$ cat src/rtl/hgme_pkg.sv
`default_nettype none
// ----------------------------------------------------------------------------
// hgme_pkg
// Shared types, constants and the control store of the heightmap mesh emitter.
// ----------------------------------------------------------------------------
package hgme_pkg;

    localparam int MAX_WIDTH = 1024;
    localparam int MAX_ROWS  = 1024;
    localparam int CFG_W     = 11;
    localparam int POS_W     = 10;
    localparam int TEX_W     = 17;
    localparam int HGT_W     = 8;
    localparam int STEP_W    = 4;

    localparam logic [TEX_W-1:0] TEX_ONE  = 17'h10000;
    localparam logic [CFG_W-1:0] DIM_MIN  = 11'd2;
    localparam logic [CFG_W-1:0] WIDTH_MAX = CFG_W'(MAX_WIDTH);
    localparam logic [CFG_W-1:0] ROWS_MAX  = CFG_W'(MAX_ROWS);
    localparam logic [CFG_W-1:0] DIM_RESET = 11'd2;

    // register index decoded from paddr[2]
    localparam logic REG_GRID_WIDTH  = 1'b0;
    localparam logic REG_GRID_HEIGHT = 1'b1;

    // height source select
    localparam logic [1:0] H_UPLEFT = 2'd0;
    localparam logic [1:0] H_UP     = 2'd1;
    localparam logic [1:0] H_LEFT   = 2'd2;
    localparam logic [1:0] H_CUR    = 2'd3;

    // program steps
    localparam logic [STEP_W-1:0] STEP_IDLE   = 4'd0;
    localparam logic [STEP_W-1:0] STEP_CHECK  = 4'd1;
    localparam logic [STEP_W-1:0] STEP_VTX0   = 4'd2;
    localparam logic [STEP_W-1:0] STEP_VTX1   = 4'd3;
    localparam logic [STEP_W-1:0] STEP_VTX2   = 4'd4;
    localparam logic [STEP_W-1:0] STEP_VTX3   = 4'd5;
    localparam logic [STEP_W-1:0] STEP_VTX4   = 4'd6;
    localparam logic [STEP_W-1:0] STEP_VTX5   = 4'd7;
    localparam logic [STEP_W-1:0] STEP_UPDATE = 4'd8;

    typedef struct packed {
        logic              wait_in;
        logic              skip_nocell;
        logic              emit;
        logic              x_hi;
        logic              z_hi;
        logic [1:0]        hsel;
        logic              last;
        logic              update;
        logic [STEP_W-1:0] target;
    } hgme_ctrl_t;

    typedef struct packed {
        hgme_ctrl_t word;
        logic       go;
        logic       accept;
    } hgme_cmd_t;

    typedef struct packed {
        logic quad_ready;
        logic out_free;
    } hgme_stat_t;

    function automatic hgme_ctrl_t hgme_rom(input logic [STEP_W-1:0] pc);
        hgme_ctrl_t w;
        w = '0;
        case (pc)
            STEP_IDLE:
            begin
                w.wait_in = 1'b1;
            end
            STEP_CHECK:
            begin
                w.skip_nocell = 1'b1;
                w.target      = STEP_UPDATE;
            end
            STEP_VTX0:
            begin
                w.emit = 1'b1;
                w.hsel = H_UPLEFT;
            end
            STEP_VTX1:
            begin
                w.emit = 1'b1;
                w.x_hi = 1'b1;
                w.hsel = H_UP;
            end
            STEP_VTX2:
            begin
                w.emit = 1'b1;
                w.z_hi = 1'b1;
                w.hsel = H_LEFT;
            end
            STEP_VTX3:
            begin
                w.emit = 1'b1;
                w.x_hi = 1'b1;
                w.hsel = H_UP;
            end
            STEP_VTX4:
            begin
                w.emit = 1'b1;
                w.x_hi = 1'b1;
                w.z_hi = 1'b1;
                w.hsel = H_CUR;
            end
            STEP_VTX5:
            begin
                w.emit = 1'b1;
                w.z_hi = 1'b1;
                w.hsel = H_LEFT;
                w.last = 1'b1;
            end
            default:
            begin
                w.update = 1'b1;
                w.target = STEP_IDLE;
            end
        endcase
        return w;
    endfunction

endpackage
`default_nettype wire

$ cat src/rtl/hgme_div.sv
`default_nettype none
// ----------------------------------------------------------------------------
// hgme_div
// Radix-2 restoring divider: quotient and remainder of 65536 by a 10-bit
// divisor, one quotient bit per cycle.
// ----------------------------------------------------------------------------
module hgme_div
    import hgme_pkg::*;
(
    input  wire logic             clk,
    input  wire logic             rst_n,
    input  wire logic             start,
    input  wire logic [POS_W-1:0] divisor,
    output logic [TEX_W-1:0]      quo,
    output logic [POS_W-1:0]      rem,
    output logic                  done
);

    logic             run_reg, run_next;
    logic             done_reg, done_next;
    logic [4:0]       cnt_reg, cnt_next;
    logic [POS_W-1:0] rem_reg, rem_next;
    logic [POS_W-1:0] dvs_reg, dvs_next;
    logic [TEX_W-1:0] quo_reg, quo_next;
    logic [POS_W:0]   trial;
    logic             ge;

    assign trial = {rem_reg, TEX_ONE[cnt_reg]};
    assign ge    = trial >= {1'b0, dvs_reg};

    always_comb
    begin
        run_next  = run_reg;
        done_next = 1'b0;
        cnt_next  = cnt_reg;
        rem_next  = rem_reg;
        dvs_next  = dvs_reg;
        quo_next  = quo_reg;
        if (start)
        begin
            run_next = 1'b1;
            cnt_next = 5'(TEX_W - 1);
            rem_next = '0;
            quo_next = '0;
            dvs_next = divisor;
        end
        else if (run_reg)
        begin
            rem_next = ge ? POS_W'(trial - {1'b0, dvs_reg}) : trial[POS_W-1:0];
            quo_next = {quo_reg[TEX_W-2:0], ge};
            cnt_next = cnt_reg - 5'd1;
            if (cnt_reg == 5'd0)
            begin
                run_next  = 1'b0;
                done_next = 1'b1;
            end
        end
    end

    always_ff @(posedge clk or negedge rst_n)
    begin
        if (!rst_n)
        begin
            run_reg  <= 1'b0;
            done_reg <= 1'b0;
            cnt_reg  <= '0;
        end
        else
        begin
            run_reg  <= run_next;
            done_reg <= done_next;
            cnt_reg  <= cnt_next;
        end
    end

    always_ff @(posedge clk)
    begin
        rem_reg <= rem_next;
        dvs_reg <= dvs_next;
        quo_reg <= quo_next;
    end

    assign quo  = quo_reg;
    assign rem  = rem_reg;
    assign done = done_reg;

endmodule
`default_nettype wire

$ cat config.mk
export PLATFORM = sky130hd
export DESIGN_NAME = hgme_div
export DESIGN_NICKNAME = d
export VERILOG_FILES = /design/src/rtl/hgme_pkg.sv /design/src/rtl/hgme_div.sv
export SDC_FILE = /design/constraint.sdc
export NUM_CORES = 1
export LEC_CHECK = 0
export BUFFER_PORTS_ARGS = -buffer_cell sky130_fd_sc_hd__buf_2
export CAP_MARGIN = 30
export CORE_MARGIN = 2
export CORE_UTILIZATION = 59
export DETAILED_ROUTE_END_ITERATION = 8
export PLACE_DENSITY = 0.84
export REMOVE_ABC_BUFFERS = 1
export SYNTH_ARGS = -nofsm -noshare
export SYNTH_HDL_FRONTEND = slang
export SYNTH_SLANG_ARGS = --single-unit
$ cat constraint.sdc
create_clock -name clk -period 3.8 [get_ports clk]
set_input_delay 0.38 -clock clk [delete_from_list [all_inputs] [get_ports clk]]
set_output_delay 0.38 -clock clk [all_outputs]
set_load 0.05 [all_outputs]
* Word level (Yosys, flattened, before mapping) *
Memories as Yosys holds them, arrays and structs flattened.
Cells that the tools add are included.

cells by class
  $add $sub $neg = 2
  multiply operators = 0
  divide/modulo/power cells = 0
  $lt $le $gt $ge = 2
  eq/ne operators = 0
  shift operators = 0
  muxes and demuxes = 10
  bitwise operators = 0
  reduce and logical (&&, ||, !) cells = 2

operators by type and width
  cell                                                                  number
  11-bit by 10-bit greater-or-equal comparator with 1-bit output        1
  10-bit 2-to-1 mux                                                     1
  5-bit 2-to-1 mux                                                      2
  10-bit subtractor                                                     1
  1-bit 2-to-1 mux                                                      7
  5-bit by 6-bit < comparator with 1-bit output, second input constant  1
  5-bit zero test                                                       1
  5-bit by 1-bit subtractor with 5-bit output, second input constant    1
  2-bit nonzero test                                                    1

storage, ports and cells
  register bits after elaboration = 44
  bits in latches = 0
  memory bits (writable) = 0
  memory bits (read-only) = 32
  input port bits = 13
  output and inout bits = 28
  word-level logic and storage cells = 23
  memories kept = 1

memories
  name              depth  bits a word  rd ports  clocked after Yosys merged registers in  write ports  line            source
  (name not given)  32     1            1         0                                        0            hgme_div.sv:28  assign trial = {rem_reg, TEX_ONE[cnt_reg]};

* Logic depth before layout (Yosys ltp) *
  depth in word-level cells = 4
  gate-level depth with buffers = 10
  gate-level depth less buffers = 10

* Least setup slack after synthesis *
Ideal clock, no wire load.

  path kind = register -> register
  from = register rem_reg[4] (netlist: rem[4])
  to = register rem_reg[7] (netlist: rem[7])
  setup time = 88 ps
  data arrival time = 2,272 ps
  required time = 3,712 ps
  setup slack = 1,441 ps
  stages on the path, launching flop included = 10
  path buffers = 2
  clock period less this slack = 2,359 ps
  path through = dfxtp_1 > ha_1 > buf_6 > o21a_1 > o211ai_2 > a31oi_2 > o21a_1 > buf_6 > o221a_1 > nor4_2

on the way
  word-level cells in the longest chain between the ends = 2
  elaborated cells on any way between the ends = 3
  those cells by class = 1 x add/sub; 1 x order compare; 1 x mux

RTL lines
  item                                                                                                        line                            source
  from (decl)                                                                                                 hgme_div.sv:22                  logic [POS_W-1:0] rem_reg, rem_next;
  from (signal assigned)                                                                                      hgme_div.sv:78                  rem_reg <= rem_next;
  10-bit subtractor / 11-bit by 10-bit greater-or-equal comparator with 1-bit output (equally long branches)  hgme_div.sv:49, hgme_div.sv:29
  10-bit 2-to-1 mux (*)                                                                                       hgme_div.sv:49                  rem_next = ge ? POS_W'(trial - {1'b0, dvs_reg}) : trial[POS_W-1:0];

Mark *: on every way between the ends. The rest lies on a longest branch, timed or not.
A chain may end at the register's enable or synchronous reset.

* Worst setup path after layout *
  from = register rem_reg[5] (netlist: rem[5])
  to = register rem_reg[6] (netlist: rem[6])

The elaborated chain is that of the path after synthesis.

==> key figures <==
Clocking
  – Clk sinks: 44
  – Clock root buffer: clkbuf_8
  – Worst skew pair latency: 0.30 ns
  – Reg clk slew, reported paths: 0.08 ns
  – CTS Buffer Depth: 2
  – H-tree Lvls: 2
  – TritonCTS clock tree: yes
  – Num CTS Buffers: 5
  – Resized cells post-CTS: 0

Global routing
  – GRT Residual Overflow: 0
  – Global-route wire length before repair: 7080 µm
  – Initial antenna violation count: 0
  – Number of global-route vias before repair: 1,571
  – Total GRT Usage: 21.6%
  – Largest net degree at the start of global routing: 46

Run status
  – Status: finished, final reports clean

Yosys
  – #FFs+latches synth: 44
  – Seq/Total Area, Yosys: 46.2%
  – Syn Std Cell Area: 2200 µm²
  – Syn. warnings: 0
  – Mapped Cells: 224
  – Mean Syn Cell Area: 9.83 µm²
  – Synth cell types: 43

STA
  – RSZ-0062 raised after global routing: false
  – Endpoints failing hold: 0
  – Max-slew violations: 0
  – Worst-Margin Slew: 0.995 ns
  – Tmin final: 2.29 ns
  – Tcrit/Tclk final: 60.1%
  – Highest clock rate: 0.438 GHz
  – Final setup vio count: 0
  – Setup tns final: 0 ns
  – Max transition margin: 33.2%
  – Final clock skew: 0.00776 ns

Route
  – First-pass DRT Iterations: 4
  – Routed len/inst: 13.5 µm
  – Routed vias: 1,749
  – Via/cell ratio: 5.64
  – 1st-iter DRT viols: 110
  – Wirelength, routed: 4180 µm
  – Final ANT Viol Nets: 0
  – Post-route DRC: 0

Floorplanning
  – Rows: 22
  – Chip height: 65.1 µm
  – Core area: 3630 µm²
  – I/O pin count: 41
  – Die ar.: 4230 µm²
  – Starting Density: 60.6%
  – Die width: 65.1 µm

Final layout
  – ANT cells: 0
  – Nets: 287
  – Share of cells above drive strength 1: 20.2%
  – Final Cell Area: 2530 µm²
  – Largest register FFs: 17
  – Area growth, synth to finish: 15.2%

Flow run
  – Max-cap violations: 0

Worst setup path
  – R2R depth: 6
  – Setup crit start kind: flop
  – FF-to-FF End: rem[6]
  – FF-to-FF setup slack: 1.51 ns
  – Req. time, crit path: 4.00 ns
  – CP endpoint kind: flop
  – CP max FO: 9
  – Arr. time, crit path: 2.48 ns
  – Reg2reg start: rem[5]
  – Setup CP Type: flop to flop

Placed design
  – Placed Area: 2400 µm²
  – Final GP Congestion: 0.834
  – I/O Buffers: 40
  – DP Wirelength: 2850 µm

Worst hold path
  – Hold path endpoint: dvs_reg[2]
  – Min-Delay Path Depth: 1
  – Hold crit path type: primary input to flop
  – Hold Startpoint: divisor[2]

Power
  – P_leak: 0.00125 µW
  – Worst IR Drop VDD: 0.365 mV
  – Pwr dens: 659 nW/µm²
## cells by family after synthesis
family	after synthesis	synth area share, %
simple gates	70	15.4
flops	44	46.2
compound gates	43	14.2
buf+inv	29	5.68
mux	16	7.28
fa+ha+maj	13	7.73
xor+xnor	9	3.58
## power breakdown
part / internal (µW) / switching (µW) / leakage (µW) / total, µW
Clock: 148 / 155 / 0.0000445 / 302
Sequential: 554 / 66.8 / 0.000402 / 621
Combinational: 280 / 467 / 0.000799 / 747
## synthesized netlist by cell type (all sizes together)
| cell | n | area, µm² |
|---|---|---|
| nand2b | 6 | 37.5 |
| inv | 16 | 60.1 |
| nand4 | 2 | 12.5 |
| o41ai | 1 | 8.76 |
| nand2 | 6 | 22.5 |
| o311ai | 1 | 8.76 |
| edfxtp | 10 | 300 |
| clkbuf | 9 | 33.8 |
| xor2 | 3 | 26.3 |
| fa | 1 | 20.0 |
| or4 | 1 | 7.51 |
| a31oi | 1 | 12.5 |
| o221a | 1 | 11.3 |
| dfrtp | 7 | 175 |
| o21ai | 8 | 43.8 |
| dfxtp | 27 | 541 |
| o21bai | 1 | 7.51 |
| nand3b | 1 | 7.51 |
| nor4b | 3 | 26.3 |
| nand3 | 8 | 40.0 |
| a21o | 4 | 30.0 |
| mux2i | 16 | 160 |
| and4 | 1 | 8.76 |
| a41oi | 1 | 8.76 |
| buf | 4 | 31.3 |
| ha | 12 | 150 |
| a21oi | 9 | 45.0 |
| a311oi | 7 | 61.3 |
| a211oi | 2 | 15.0 |
| o32ai | 1 | 8.76 |
| o2111ai | 1 | 8.76 |
| nor4 | 2 | 18.8 |
| nor2 | 35 | 131 |
| nor3 | 5 | 25.0 |
| xnor2 | 6 | 52.6 |
| o21a | 3 | 22.5 |
| o211ai | 2 | 20.0 |
## placed cells by master (no fill, tap or decap), drive strengths merged, types with 2 or more instances in the layout
cell	instances
nor3	5
dfrtp	7
nor4b	3
inv	16
a21o	4
nor4	2
dfxtp	27
nand4	2
clkbuf	7
o21ai	8
o21a	3
nand2	6
buf	42
a211oi	2
mux2i	16
xnor2	6
edfxtp	10
nor2	35
a21oi	9
a311oi	7
nand2b	6
xor2	3
ha	12
o211ai	2
nand3	8
## final cells by class
class	instances	area, µm²
clock buffers	7	86.3
clock inverters	1	7.51
fillers	295	1100
inverters	16	60.1
multi-input cells	151	1060
flip-flops and latches	44	1020
well taps	48	60.1
repair buffers	43	245
## routing by layer
layer	share of wire [%]	wire length [µm]	track usage, %
met5	0	0	0
met4	1.2	49	7.55
met3	5.5	230	5.38
met2	50	2080	35.2
met1	43	1810	28.0
## worst max-delay path by stage
stage               startpoint      to  slack [ns]
detailed placement      rem[5]  rem[6]        1.53
floorplan               rem[1]  rem[2]        1.42
finish                  rem[5]  rem[6]        1.51
CTS                 dvs_reg[5]  rem[6]        1.51
global placement        rem[1]  rem[2]        1.55
global route            rem[5]  rem[6]        1.26
## through the flow
step	setup WS [ns]	hold WS, ns	total power [µW]	util [%]	instances
floorplan	1.42	0.0844	1200	-	211
global route	1.26	0.250	1780	69.8	310
CTS	1.51	0.251	1660	69.0	309
global placement	1.55	0.218	1340	66.2	300
finish	1.51	0.252	1670	69.8	310
detailed placement	1.53	0.216	1360	66.2	300
## critical path, cell delays in order (launching register included)
cell	delay, ns
dfxtp_1	0.34
ha_1	0.41
nand4_1	0.15
nor3_1	0.07
nor3_1	0.76
a21oi_1	0.16
nor4_1	0.29
## timing repair
item                                   in CTS  in global routing
endpoints found under the hold margin       7                  0
setup buffers                               0                  0
hold buffers                                1                  0
Power figures use the tool's default switching activity.
