==> src/rtl/hgme_pkg.sv <==
`default_nettype none
// ----------------------------------------------------------------------------
// hgme_pkg
// Shared types, constants and the control store of the heightmap mesh emitter.
// ----------------------------------------------------------------------------
package hgme_pkg;

    localparam int MAX_WIDTH = 1024;
    localparam int MAX_ROWS  = 1024;
    localparam int CFG_W     = 11;
    localparam int POS_W     = 10;
    localparam int TEX_W     = 17;
    localparam int HGT_W     = 8;
    localparam int STEP_W    = 4;

    localparam logic [TEX_W-1:0] TEX_ONE  = 17'h10000;
    localparam logic [CFG_W-1:0] DIM_MIN  = 11'd2;
    localparam logic [CFG_W-1:0] WIDTH_MAX = CFG_W'(MAX_WIDTH);
    localparam logic [CFG_W-1:0] ROWS_MAX  = CFG_W'(MAX_ROWS);
    localparam logic [CFG_W-1:0] DIM_RESET = 11'd2;

    // register index decoded from paddr[2]
    localparam logic REG_GRID_WIDTH  = 1'b0;
    localparam logic REG_GRID_HEIGHT = 1'b1;

    // height source select
    localparam logic [1:0] H_UPLEFT = 2'd0;
    localparam logic [1:0] H_UP     = 2'd1;
    localparam logic [1:0] H_LEFT   = 2'd2;
    localparam logic [1:0] H_CUR    = 2'd3;

    // program steps
    localparam logic [STEP_W-1:0] STEP_IDLE   = 4'd0;
    localparam logic [STEP_W-1:0] STEP_CHECK  = 4'd1;
    localparam logic [STEP_W-1:0] STEP_VTX0   = 4'd2;
    localparam logic [STEP_W-1:0] STEP_VTX1   = 4'd3;
    localparam logic [STEP_W-1:0] STEP_VTX2   = 4'd4;
    localparam logic [STEP_W-1:0] STEP_VTX3   = 4'd5;
    localparam logic [STEP_W-1:0] STEP_VTX4   = 4'd6;
    localparam logic [STEP_W-1:0] STEP_VTX5   = 4'd7;
    localparam logic [STEP_W-1:0] STEP_UPDATE = 4'd8;

    typedef struct packed {
        logic              wait_in;
        logic              skip_nocell;
        logic              emit;
        logic              x_hi;
        logic              z_hi;
        logic [1:0]        hsel;
        logic              last;
        logic              update;
        logic [STEP_W-1:0] target;
    } hgme_ctrl_t;

    typedef struct packed {
        hgme_ctrl_t word;
        logic       go;
        logic       accept;
    } hgme_cmd_t;

    typedef struct packed {
        logic quad_ready;
        logic out_free;
    } hgme_stat_t;

    function automatic hgme_ctrl_t hgme_rom(input logic [STEP_W-1:0] pc);
        hgme_ctrl_t w;
        w = '0;
        case (pc)
            STEP_IDLE:
            begin
                w.wait_in = 1'b1;
            end
            STEP_CHECK:
            begin
                w.skip_nocell = 1'b1;
                w.target      = STEP_UPDATE;
            end
            STEP_VTX0:
            begin
                w.emit = 1'b1;
                w.hsel = H_UPLEFT;
            end
            STEP_VTX1:
            begin
                w.emit = 1'b1;
                w.x_hi = 1'b1;
                w.hsel = H_UP;
            end
            STEP_VTX2:
            begin
                w.emit = 1'b1;
                w.z_hi = 1'b1;
                w.hsel = H_LEFT;
            end
            STEP_VTX3:
            begin
                w.emit = 1'b1;
                w.x_hi = 1'b1;
                w.hsel = H_UP;
            end
            STEP_VTX4:
            begin
                w.emit = 1'b1;
                w.x_hi = 1'b1;
                w.z_hi = 1'b1;
                w.hsel = H_CUR;
            end
            STEP_VTX5:
            begin
                w.emit = 1'b1;
                w.z_hi = 1'b1;
                w.hsel = H_LEFT;
                w.last = 1'b1;
            end
            default:
            begin
                w.update = 1'b1;
                w.target = STEP_IDLE;
            end
        endcase
        return w;
    endfunction

endpackage
`default_nettype wire

==> src/rtl/hgme_sequencer.sv <==
`default_nettype none
// ----------------------------------------------------------------------------
// hgme_sequencer
// Step counter over the control store, with the input wait, the no-cell skip
// and the output back-pressure hold.
// ----------------------------------------------------------------------------
module hgme_sequencer
    import hgme_pkg::*;
(
    input  wire logic       clk,
    input  wire logic       rst_n,
    input  wire logic       enable,
    input  wire logic       in_valid,
    input  wire hgme_stat_t stat,
    output logic            in_stall,
    output hgme_cmd_t       cmd
);

    logic [STEP_W-1:0] pc_reg, pc_next;
    hgme_ctrl_t        word;
    logic              accept;
    logic              go;

    assign word     = hgme_rom(pc_reg);
    assign in_stall = !(word.wait_in && enable);
    assign accept   = word.wait_in && enable && in_valid;

    always_comb
    begin
        if (word.wait_in)
        begin
            go = accept;
        end
        else if (word.emit)
        begin
            go = stat.out_free;
        end
        else
        begin
            go = 1'b1;
        end
    end

    always_comb
    begin
        pc_next = pc_reg;
        if (go)
        begin
            if (word.update || (word.skip_nocell && !stat.quad_ready))
            begin
                pc_next = word.target;
            end
            else
            begin
                pc_next = pc_reg + 1'b1;
            end
        end
    end

    always_ff @(posedge clk or negedge rst_n)
    begin
        if (!rst_n)
        begin
            pc_reg <= STEP_IDLE;
        end
        else
        begin
            pc_reg <= pc_next;
        end
    end

    assign cmd.word   = word;
    assign cmd.go     = go;
    assign cmd.accept = accept;

endmodule
`default_nettype wire

==> config.mk <==
export PLATFORM = sky130hd
export DESIGN_NAME = hgme_sequencer
export DESIGN_NICKNAME = d
export VERILOG_FILES = /design/src/rtl/hgme_pkg.sv /design/src/rtl/hgme_sequencer.sv
export SDC_FILE = /design/constraint.sdc
export NUM_CORES = 1
export LEC_CHECK = 0
export BUFFER_PORTS_ARGS = -buffer_cell sky130_fd_sc_hd__buf_4
export CAP_MARGIN = 30
export CORE_AREA = 2 2 39 41
export DETAILED_ROUTE_END_ITERATION = 16
export DIE_AREA = 0 0 41 43
export PLACE_DENSITY_LB_ADDON = 0.1
export SETUP_SLACK_MARGIN = 0.15
export SLEW_MARGIN = 25
export SYNTH_ARGS = -nofsm -noshare
export SYNTH_HDL_FRONTEND = slang
export SYNTH_SLANG_ARGS = --single-unit
==> constraint.sdc <==
create_clock -name clk -period 3.5 [get_ports clk]
set_clock_uncertainty 0.2 [all_clocks]
set_input_delay 0.175 -clock clk [delete_from_list [all_inputs] [get_ports clk]]
set_output_delay 0.175 -clock clk [all_outputs]
set_load 0.01 [all_outputs]
Word-level counts from Yosys, hierarchy flattened. Index checks and enable logic that the tools add are counted.

Flip-flop bits (word level): 4. Input port bits: 6. Output and inout bits: 16. Logic and storage cells: 34.

$add $sub $neg: 1. Eq/ne operators: 7. Mux-type cells: 12. Reduce and logical (&&, ||, !) cells: 13.

Operator list (count): $eq 4x3->1 const B (4); $mux 1 (9); $eq 4x2->1 const B (2); $mux 4 (2); $reduce_or 8->1 (1); $pmux 2 s3 (1); $reduce_or 3->1 (2); $reduce_or 6->1 (1); $add 4x1->4 const B (1); $eq 4x1->1 const B (1); $logic_not 4->1 (1); $reduce_or 2->1 (2); $logic_and 1x1->1 (3); $logic_not 1->1 (2); $logic_or 1x1->1 (1).

Longest topological paths before layout. Gate-level depths: netlist (run 1).

Word-level depth: 5. Gate-level depth with buffers: 6. Mapped depth without buffers: 6.

Worst setup path after synthesis (run 1). OpenSTA, ideal clock, no wires.

Kind: register to register. Start point: register pc_reg[0]. End point: register pc_reg[0]. Library setup time: 0.125 ns. Data arrival time: 1.668 ns. Required time: 3.175 ns. Setup slack: 1.507 ns. Stages on the path, launching flop included: 7. Path buffers: 0. Clock period less this slack: 1.993 ns. Cell sequence: dfrtp_1 > inv_1 > ha_1 > nor3b_4 > nor2_2 > a22oi_4 > mux2_4.

RTL lines: start: declaration (line hgme_sequencer.sv:19) `logic [STEP_W-1:0] pc_reg, pc_next;`; start signal: assignment (line hgme_sequencer.sv:68) `pc_reg <= pc_next;`.

==> results of run 1 <==
==> final timing paths <==
path,from,endpoint,slack [ns],depth (start not counted)
setup / recovery,pc_reg[0]$_DFFE_PN0P_,cmd[1],1.32,6
hold / removal,rst_n,pc_reg[3]$_DFFE_PN0P_,0.07,2
min in group clk,stat[0],pc_reg[2]$_DFFE_PN0P_,0.14,3
hold reg to reg,pc_reg[0]$_DFFE_PN0P_,pc_reg[0]$_DFFE_PN0P_,0.43,1
max in group asynchronous,rst_n,pc_reg[1]$_DFFE_PN0P_,2.92,2
setup reg to reg,pc_reg[0]$_DFFE_PN0P_,pc_reg[0]$_DFFE_PN0P_,1.42,6
==> cells in the final DEF, fill, tap and decap left out <==
| cell | instances |
|---|---|
| buf_4 | 18 |
| nor2_1 | 7 |
| ha_1 | 4 |
| dfrtp_1 | 4 |
| inv_1 | 3 |
| nor3_1 | 3 |
| a211oi_1 | 3 |
| nand2_1 | 3 |
| conb_1 | 3 |
| clkbuf_4 | 3 |
| nor3b_1 | 2 |
| nand2b_1 | 1 |
| nor3b_4 | 1 |
| nor4_1 | 1 |
| or2_2 | 1 |
| o21ai_0 | 1 |
| a21oi_2 | 1 |
| and3_2 | 1 |
| nor2_2 | 1 |
| a22oi_4 | 1 |
| nor4b_1 | 1 |
| mux2_4 | 1 |
| a31oi_1 | 1 |
| nor3b_2 | 1 |
| a31o_2 | 1 |
| mux2i_1 | 1 |
| dlygate4sd3_1 | 1 |
==> metal layers <==
layer / up-vias / global-route usage / share of wire / routed length, µm
met5: - / 0 / 0 / 0
met4: 0 / 0.0200 / 0 / 0
met3: 0 / 0.0471 / 0.047 / 43
met2: 9 / 0.188 / 0.50 / 451
met1: 198 / 0.149 / 0.46 / 416
li1: 206 / - / - / -
==> worst register-to-register path, stage by stage (launching register included) <==
cell     delay [ns]
dfrtp_1        0.42
inv_1          0.09
ha_1           0.24
nor4_1         0.46
or2_2          0.23
nor3_1         0.05
mux2_4         0.26
==> power groups by stage <==
| stage | Clock, mW | Combinational (mW) | Sequential, mW |
|---|---|---|---|
| 2_1_floorplan | 0 | 0.373 | 0.0838 |
| 5_1_grt | 0.0630 | 0.524 | 0.112 |
| 4_1_cts | 0.0587 | 0.483 | 0.107 |
| 6_report | 0.0554 | 0.474 | 0.106 |
| 3_3_place_gp | 0 | 0.484 | 0.109 |
| 3_5_place_dp | 0 | 0.481 | 0.107 |
==> through the flow <==
stage,area [µm²],hold slack (ns)
after floorplan,478,-0.321
after detailed placement,566,-0.227
after global routing,598,0.0784
final,598,0.0746
after CTS,598,0.0662
after global placement,566,-0.227
==> layout make-up <==
cell class / instances / area [µm²] / area share
repair buffers: 19 / 145 / 0.243
clock buffers: 3 / 22.5 / 0.0377
flip-flops and latches: 4 / 100 / 0.167
well taps: 16 / 20.0 / 0.0335
inverters: 3 / 11.3 / 0.0188
multi-input cells: 40 / 299 / 0.500
==> logic make-up after synthesis <==
| logic type | count (synthesis) |
|---|---|
| adders and majority gates | 4 |
| buffers and inverters | 11 |
| muxes | 2 |
| AOI/OAI and AO/OA | 8 |
| and+or+nand+nor | 23 |
| other | 1 |
| DFF | 4 |
==> timing repair <==
action,4_1_cts,5_1_grt
hold buffers,1,0
resized for setup,0,0
endpoints found under the hold margin,4,0
==> flow_summary_export.csv, run 1 <==
group,metric,value,unit
route,vias,413,
setup_path,required,3.12,ns
yosys,yosys.area_share.simple,0.298,
yosys,seq_area_frac_synth,0.213,
global_routing,grt_max_degree,12,
sta,setup-violations-final,0,
yosys,synth_flop_cell,"dfrtp_1",
cts,cts.sinks,4,
global_routing,antenna_found_initial,0,
global_routing,grt_pass1_vias,355,
die,fp-row-count,14,
placement,dp_hpwl,773,µm
die,dieArea,1760,µm²
global_routing,gr-total-overflow,0,
cts,cts_root_buf,"clkbuf_4",
global_routing,grt_use_total,0.119,
yosys,synthesis.area,470,µm²
cts,clkLatencyLatePin,0.23,ns
setup_path,critPathLaunchType,"flop",
sta,finalCritPeriodShare,0.622,
outcome,outcome,"finished, final reports clean",
run,maxCapViolations,0,
yosys,async_flop_share,1.00,
yosys,synthXorXnorAreaFrac,0,
route,drc,0,
setup_path,cp_slowest_stage_delay,0.43,ns
placement,dp.cells,81,
die,num_io_pins,22,
setup_path,cp_num_buf_inv,2,
sta,setup_ws,1.32,ns
power,ir_drop,0.000326,V
power,sw_frac_of_total,0.451,
setup_path,worstSetupEndpointType,"output pin",
cts,htreeDepth,1,
die,die_h,43,µm
placement,post-place-ws,1.44,ns
yosys,ys.warnings.count,0,
yosys,synth_edf_count,0,
yosys,synth_most_common_cell,"nor2_1",
power,pwr-share-comb,0.746,
route,drt-total-wl,911,µm
power,seq_power_share,0.167,
route,first_pass_iters,2,
sta,hold_viol,0,
placement,gp_congestion,0.760,
yosys,syn_area_per_cell,8.88,µm²
power,p_leak,0.293,nW
yosys,synthCells,53,
die,start_util,0.340,
final_layout,fin_cells,85,
setup_path,path_class,"flop to output pin",
setup_path,worstPathArrival,1.80,ns
yosys,synth_common_cells,"nor2_1, buf_4, dfrtp_1, ha_1",
yosys,yosysUniqueCellTypes,26,
setup_path,cp_cell_sequence,"inv_1 -> ha_1 -> nor3b_4 -> nor2_2 -> a22oi_4 -> buf_4",
sta,rsz0062_at_grt,"false",
route,ant_nets,0,
setup_path,critPathTopFamily,"flip-flops",
global_routing,grt_pass1_wl,1440,µm
yosys,synth_top_cell_area_share,0.213,
final_layout,final_util,0.432,
cts,cts_setup_buffers,0,
yosys,ys_ff_latch,4,
final_layout,fin_nets,81,
power,p_per_area,1060,nW/µm²
yosys,synth_fa_ha_area_frac,0.106,
final_layout,num-fill-cells,146,
sta,fmax,459,MHz
die,die_w,41,µm
sta,tns,0,ns
cts,clkTransAtPathRegs,0.04,ns
final_layout,antenna_cells,0,
power,p_switching,0.287,mW
yosys,synth_top_family_by_area,"simple AND/OR/NAND/NOR gates",
cts,cts_tree,"done",
cts,max-clock-path-buffers,2,
die,coreArea,1380,µm²
cts,cts_buffers,3,
setup_path,slowest_stage,"dfrtp_1",
power,power.total,0.636,mW
min_path,hp-class,"input pin to asynchronous set/reset pin",
yosys,yosys-top-cells-area,"dfrtp_1, ha_1, buf_4, nor2_1, a211oi_1",
route,drt_iter0_drc,2,
yosys,synth_compound_area_frac,0.154,
placement,port_buffers,18,
yosys,synthMuxAreaShare,0.0532,
route,avgRoutedWirePerCell,10.7,µm
sta,maxSlewViolCount,0,
power,intPower,0.349,mW
yosys,synth_area_leader_cell,"dfrtp_1",
final_layout,largest_reg_flops,4,
sta,period_needed,2.18,ns
final_layout,drive_gt1_frac,0.435,
setup_path,crit_fanout,6,
route,routed_via_density,4.86,
final_layout,area_delta_synth_final,27.1,%
power,pwr-share-clk,0.087,
Power figures use the tool's default switching activity.
==> run 2, diff against run 1 <==
--- a/config.mk
+++ b/config.mk
@@ -5,6 +5,7 @@
 export SDC_FILE = /design/constraint.sdc
 export NUM_CORES = 1
 export LEC_CHECK = 0
+export ABC_AREA = 1
 export BUFFER_PORTS_ARGS = -buffer_cell sky130_fd_sc_hd__buf_4
 export CAP_MARGIN = 30
 export CORE_AREA = 2 2 39 41
==> constraint.sdc (replaced) <==
create_clock -name clk -period 2.04 [get_ports clk]
set_clock_uncertainty 0.2 [all_clocks]
set_input_delay 0.102 -clock clk [delete_from_list [all_inputs] [get_ports clk]]
set_output_delay 0.102 -clock clk [all_outputs]
set_load 0.01 [all_outputs]
==> run 2 against run 1 <==
Compared with the run above:
- clock power increased by 75%
- area after synthesis up 11%
- die area did not move
- register-to-register slack got worse by 1.1 ns
- critical path depth is 3 higher
==> flow_summary_export.csv, run 2 <==
group,metric,value,unit
final_layout,multi_input_area,369,µm²
die,fp-row-count,14,
sta,maxSlewViolCount,0,
final_layout,num-fill-cells,135,
placement,port_buffers,18,
final_layout,fin_nets,115,
sta,setup-violations-final,0,
setup_path,worstSetupEndpointType,"output pin",
die,start_util,0.378,
yosys,synthMuxAreaShare,0,
die,num_io_pins,22,
yosys,seq_area_frac_synth,0.191,
route,drt-total-wl,1170,µm
setup_path,critPathLaunchType,"flop",
outcome,outcome,"finished, final reports clean",
global_routing,gr-total-overflow,0,
route,avgRoutedWirePerCell,9.87,µm
yosys,synth_fa_ha_area_frac,0.0957,
power,p_per_area,1660,nW/µm²
cts,cts.sinks,4,
power,ir_drop,0.000869,V
sta,fmax,539,MHz
cts,htreeDepth,1,
yosys,synth_top_family_by_area,"simple AND/OR/NAND/NOR gates",
final_layout,fin_cells,119,
final_layout,ff_latch_area,103,µm²
sta,tns,0,ns
route,drc,0,
yosys,async_flop_share,1.00,
yosys,yosys.area_share.simple,0.404,
cts,clkTransAtPathRegs,0.04,ns
yosys,synth_area_leader_cell,"dfrtp_1",
die,coreArea,1380,µm²
final_layout,antenna_cells,0,
global_routing,grt_use_total,0.129,
setup_path,path_common_cell,"nand2_2",
die,die_h,43,µm
final_layout,final_cell_mix,"buf_4, nand2_1, inv_1",
yosys,synth_common_cells,"inv_1, nand2_1, buf_4",
final_layout,area_delta_synth_final,52.4,%
setup_path,worstPathArrival,1.55,ns
die,dieArea,1760,µm²
route,routed_via_density,4.36,
sta,hold_viol,0,
setup_path,r2r_setup_slack,0.31,ns
cts,cts_buffers,3,
yosys,syn_area_per_cell,6.79,µm²
sta,setup_ws,0.183,ns
yosys,synthXorXnorAreaFrac,0.0167,
placement,gp_congestion,0.730,
run,maxCapViolations,0,
yosys,synth_edf_count,0,
global_routing,grt_pass1_wl,1490,µm
yosys,ys_ff_latch,4,
yosys,synthCells,77,
final_layout,largest_reg_flops,4,
placement,dp.cells,107,
global_routing,grt_pass1_vias,387,
setup_path,required,1.74,ns
cts,cts_tree,"done",
yosys,ys.warnings.count,0,
die,die_w,41,µm
power,p_leak,0.448,nW
setup_path,crit_fanout,5,
sta,period_needed,1.86,ns
final_layout,drive_gt1_frac,0.544,
setup_path,cp_slowest_stage_delay,0.46,ns
route,vias,519,
route,first_pass_iters,4,
cts,max-clock-path-buffers,2,
route,drt_iter0_drc,11,
setup_path,slowest_stage,"dfrtp_2",
yosys,synthesis.area,523,µm²
yosys,synth_top_cell_area_share,0.191,
yosys,yosys-top-cells-area,"dfrtp_1, inv_1, nand2_1, ha_1, buf_4",
final_layout,final_common_cell,"buf_4",
global_routing,antenna_found_initial,0,
sta,rsz0062_at_grt,"true",
yosys,synth_compound_area_frac,0.0670,
setup_path,cp_cell_sequence,"ha_4 -> nor2_4 -> nand2_2 -> nand2_2 -> nand3_2 -> nand2_2 -> nand2_4 -> nand2_4 -> buf_6",
cts,clkLatencyLatePin,0.24,ns
power,power.total,1.32,mW
placement,post-place-ws,0.226,ns
route,ant_nets,0,
cts,cts_root_buf,"clkbuf_4",
sta,finalCritPeriodShare,0.910,
global_routing,grt_max_degree,7,
setup_path,path_class,"flop to output pin",
placement,dp_hpwl,847,µm
yosys,yosysUniqueCellTypes,22,
min_path,hp-class,"input pin to flop",
yosys,synth_flop_cell,"dfrtp_1",
[run 2: repair_timing]
item                       4_1_cts  5_1_grt
setup buffers                    3        4
resized for setup                7       13
hold buffers                     2        0
pin swaps                        0        7
setup endpoints to repair        2        2
gates cloned                     0        0
hold endpoints to repair         4        0
[run 2: routing by layer]
| layer | global-route usage | share of wire |
|---|---|---|
| met5 | 0 | 0 |
| met3 | 0.0471 | 0.046 |
| met1 | 0.147 | 0.39 |
| met2 | 0.194 | 0.56 |
| met4 | 0.0800 | 0 |
[run 2: final cells by class]
type	count	share of cell area
Timing Repair Buffer	27	0.265
Sequential cell	4	0.129
Clock buffer	3	0.0283
Tap cell	16	0.0251
Multi-Input combinational cell	51	0.463
Inverter	18	0.0895
[run 2: worst paths after layout]
check,end,depth (start not counted),startpoint
max in group asynchronous,pc_reg[0]$_DFFE_PN0P_,3,rst_n
min,pc_reg[3]$_DFFE_PN0P_,3,in_valid
max,cmd[1],9,pc_reg[1]$_DFFE_PN0P_
min in group asynchronous,pc_reg[3]$_DFFE_PN0P_,3,rst_n
min reg2reg,pc_reg[1]$_DFFE_PN0P_,2,pc_reg[1]$_DFFE_PN0P_
max reg2reg,pc_reg[2]$_DFFE_PN0P_,10,pc_reg[1]$_DFFE_PN0P_
[run 2: cell families (layout without fill, tap and decap cells)]
logic type | after synthesis | after routing
and+or+nand+nor | 38 | 38
buffers and inverters | 24 | 48
AOI/OAI and AO/OA | 5 | 5
adders and majority gates | 4 | 4
DFF | 4 | 4
other | 1 | 3
xor gates and xnor gates | 1 | 1
[run 2: through the flow]
stage	util	hold WS [ns]	cell area, µm²
floorplan	-	-0.394	531
global placement	0.463	-0.301	641
detailed placement	0.463	-0.301	641
CTS	0.516	0.00564	714
global route	0.576	0.0166	797
finish	0.576	0.00989	797
[run 2: worst max-delay path, delay by kind of cell (launching register included)]
kind | cells | cell delay [ns]
buffers and inverters | 1 | 0.10
DFF | 1 | 0.46
and+or+nand+nor | 7 | 0.56
adders and majority gates | 1 | 0.20
[run 2: power by group]
part | internal [mW] | switching (mW) | total [mW] | leakage, nW
clock network | 0.0657 | 0.0312 | 0.0968 | 0.0138
logic | 0.491 | 0.570 | 1.06 | 0.384
registers | 0.116 | 0.0485 | 0.164 | 0.0503
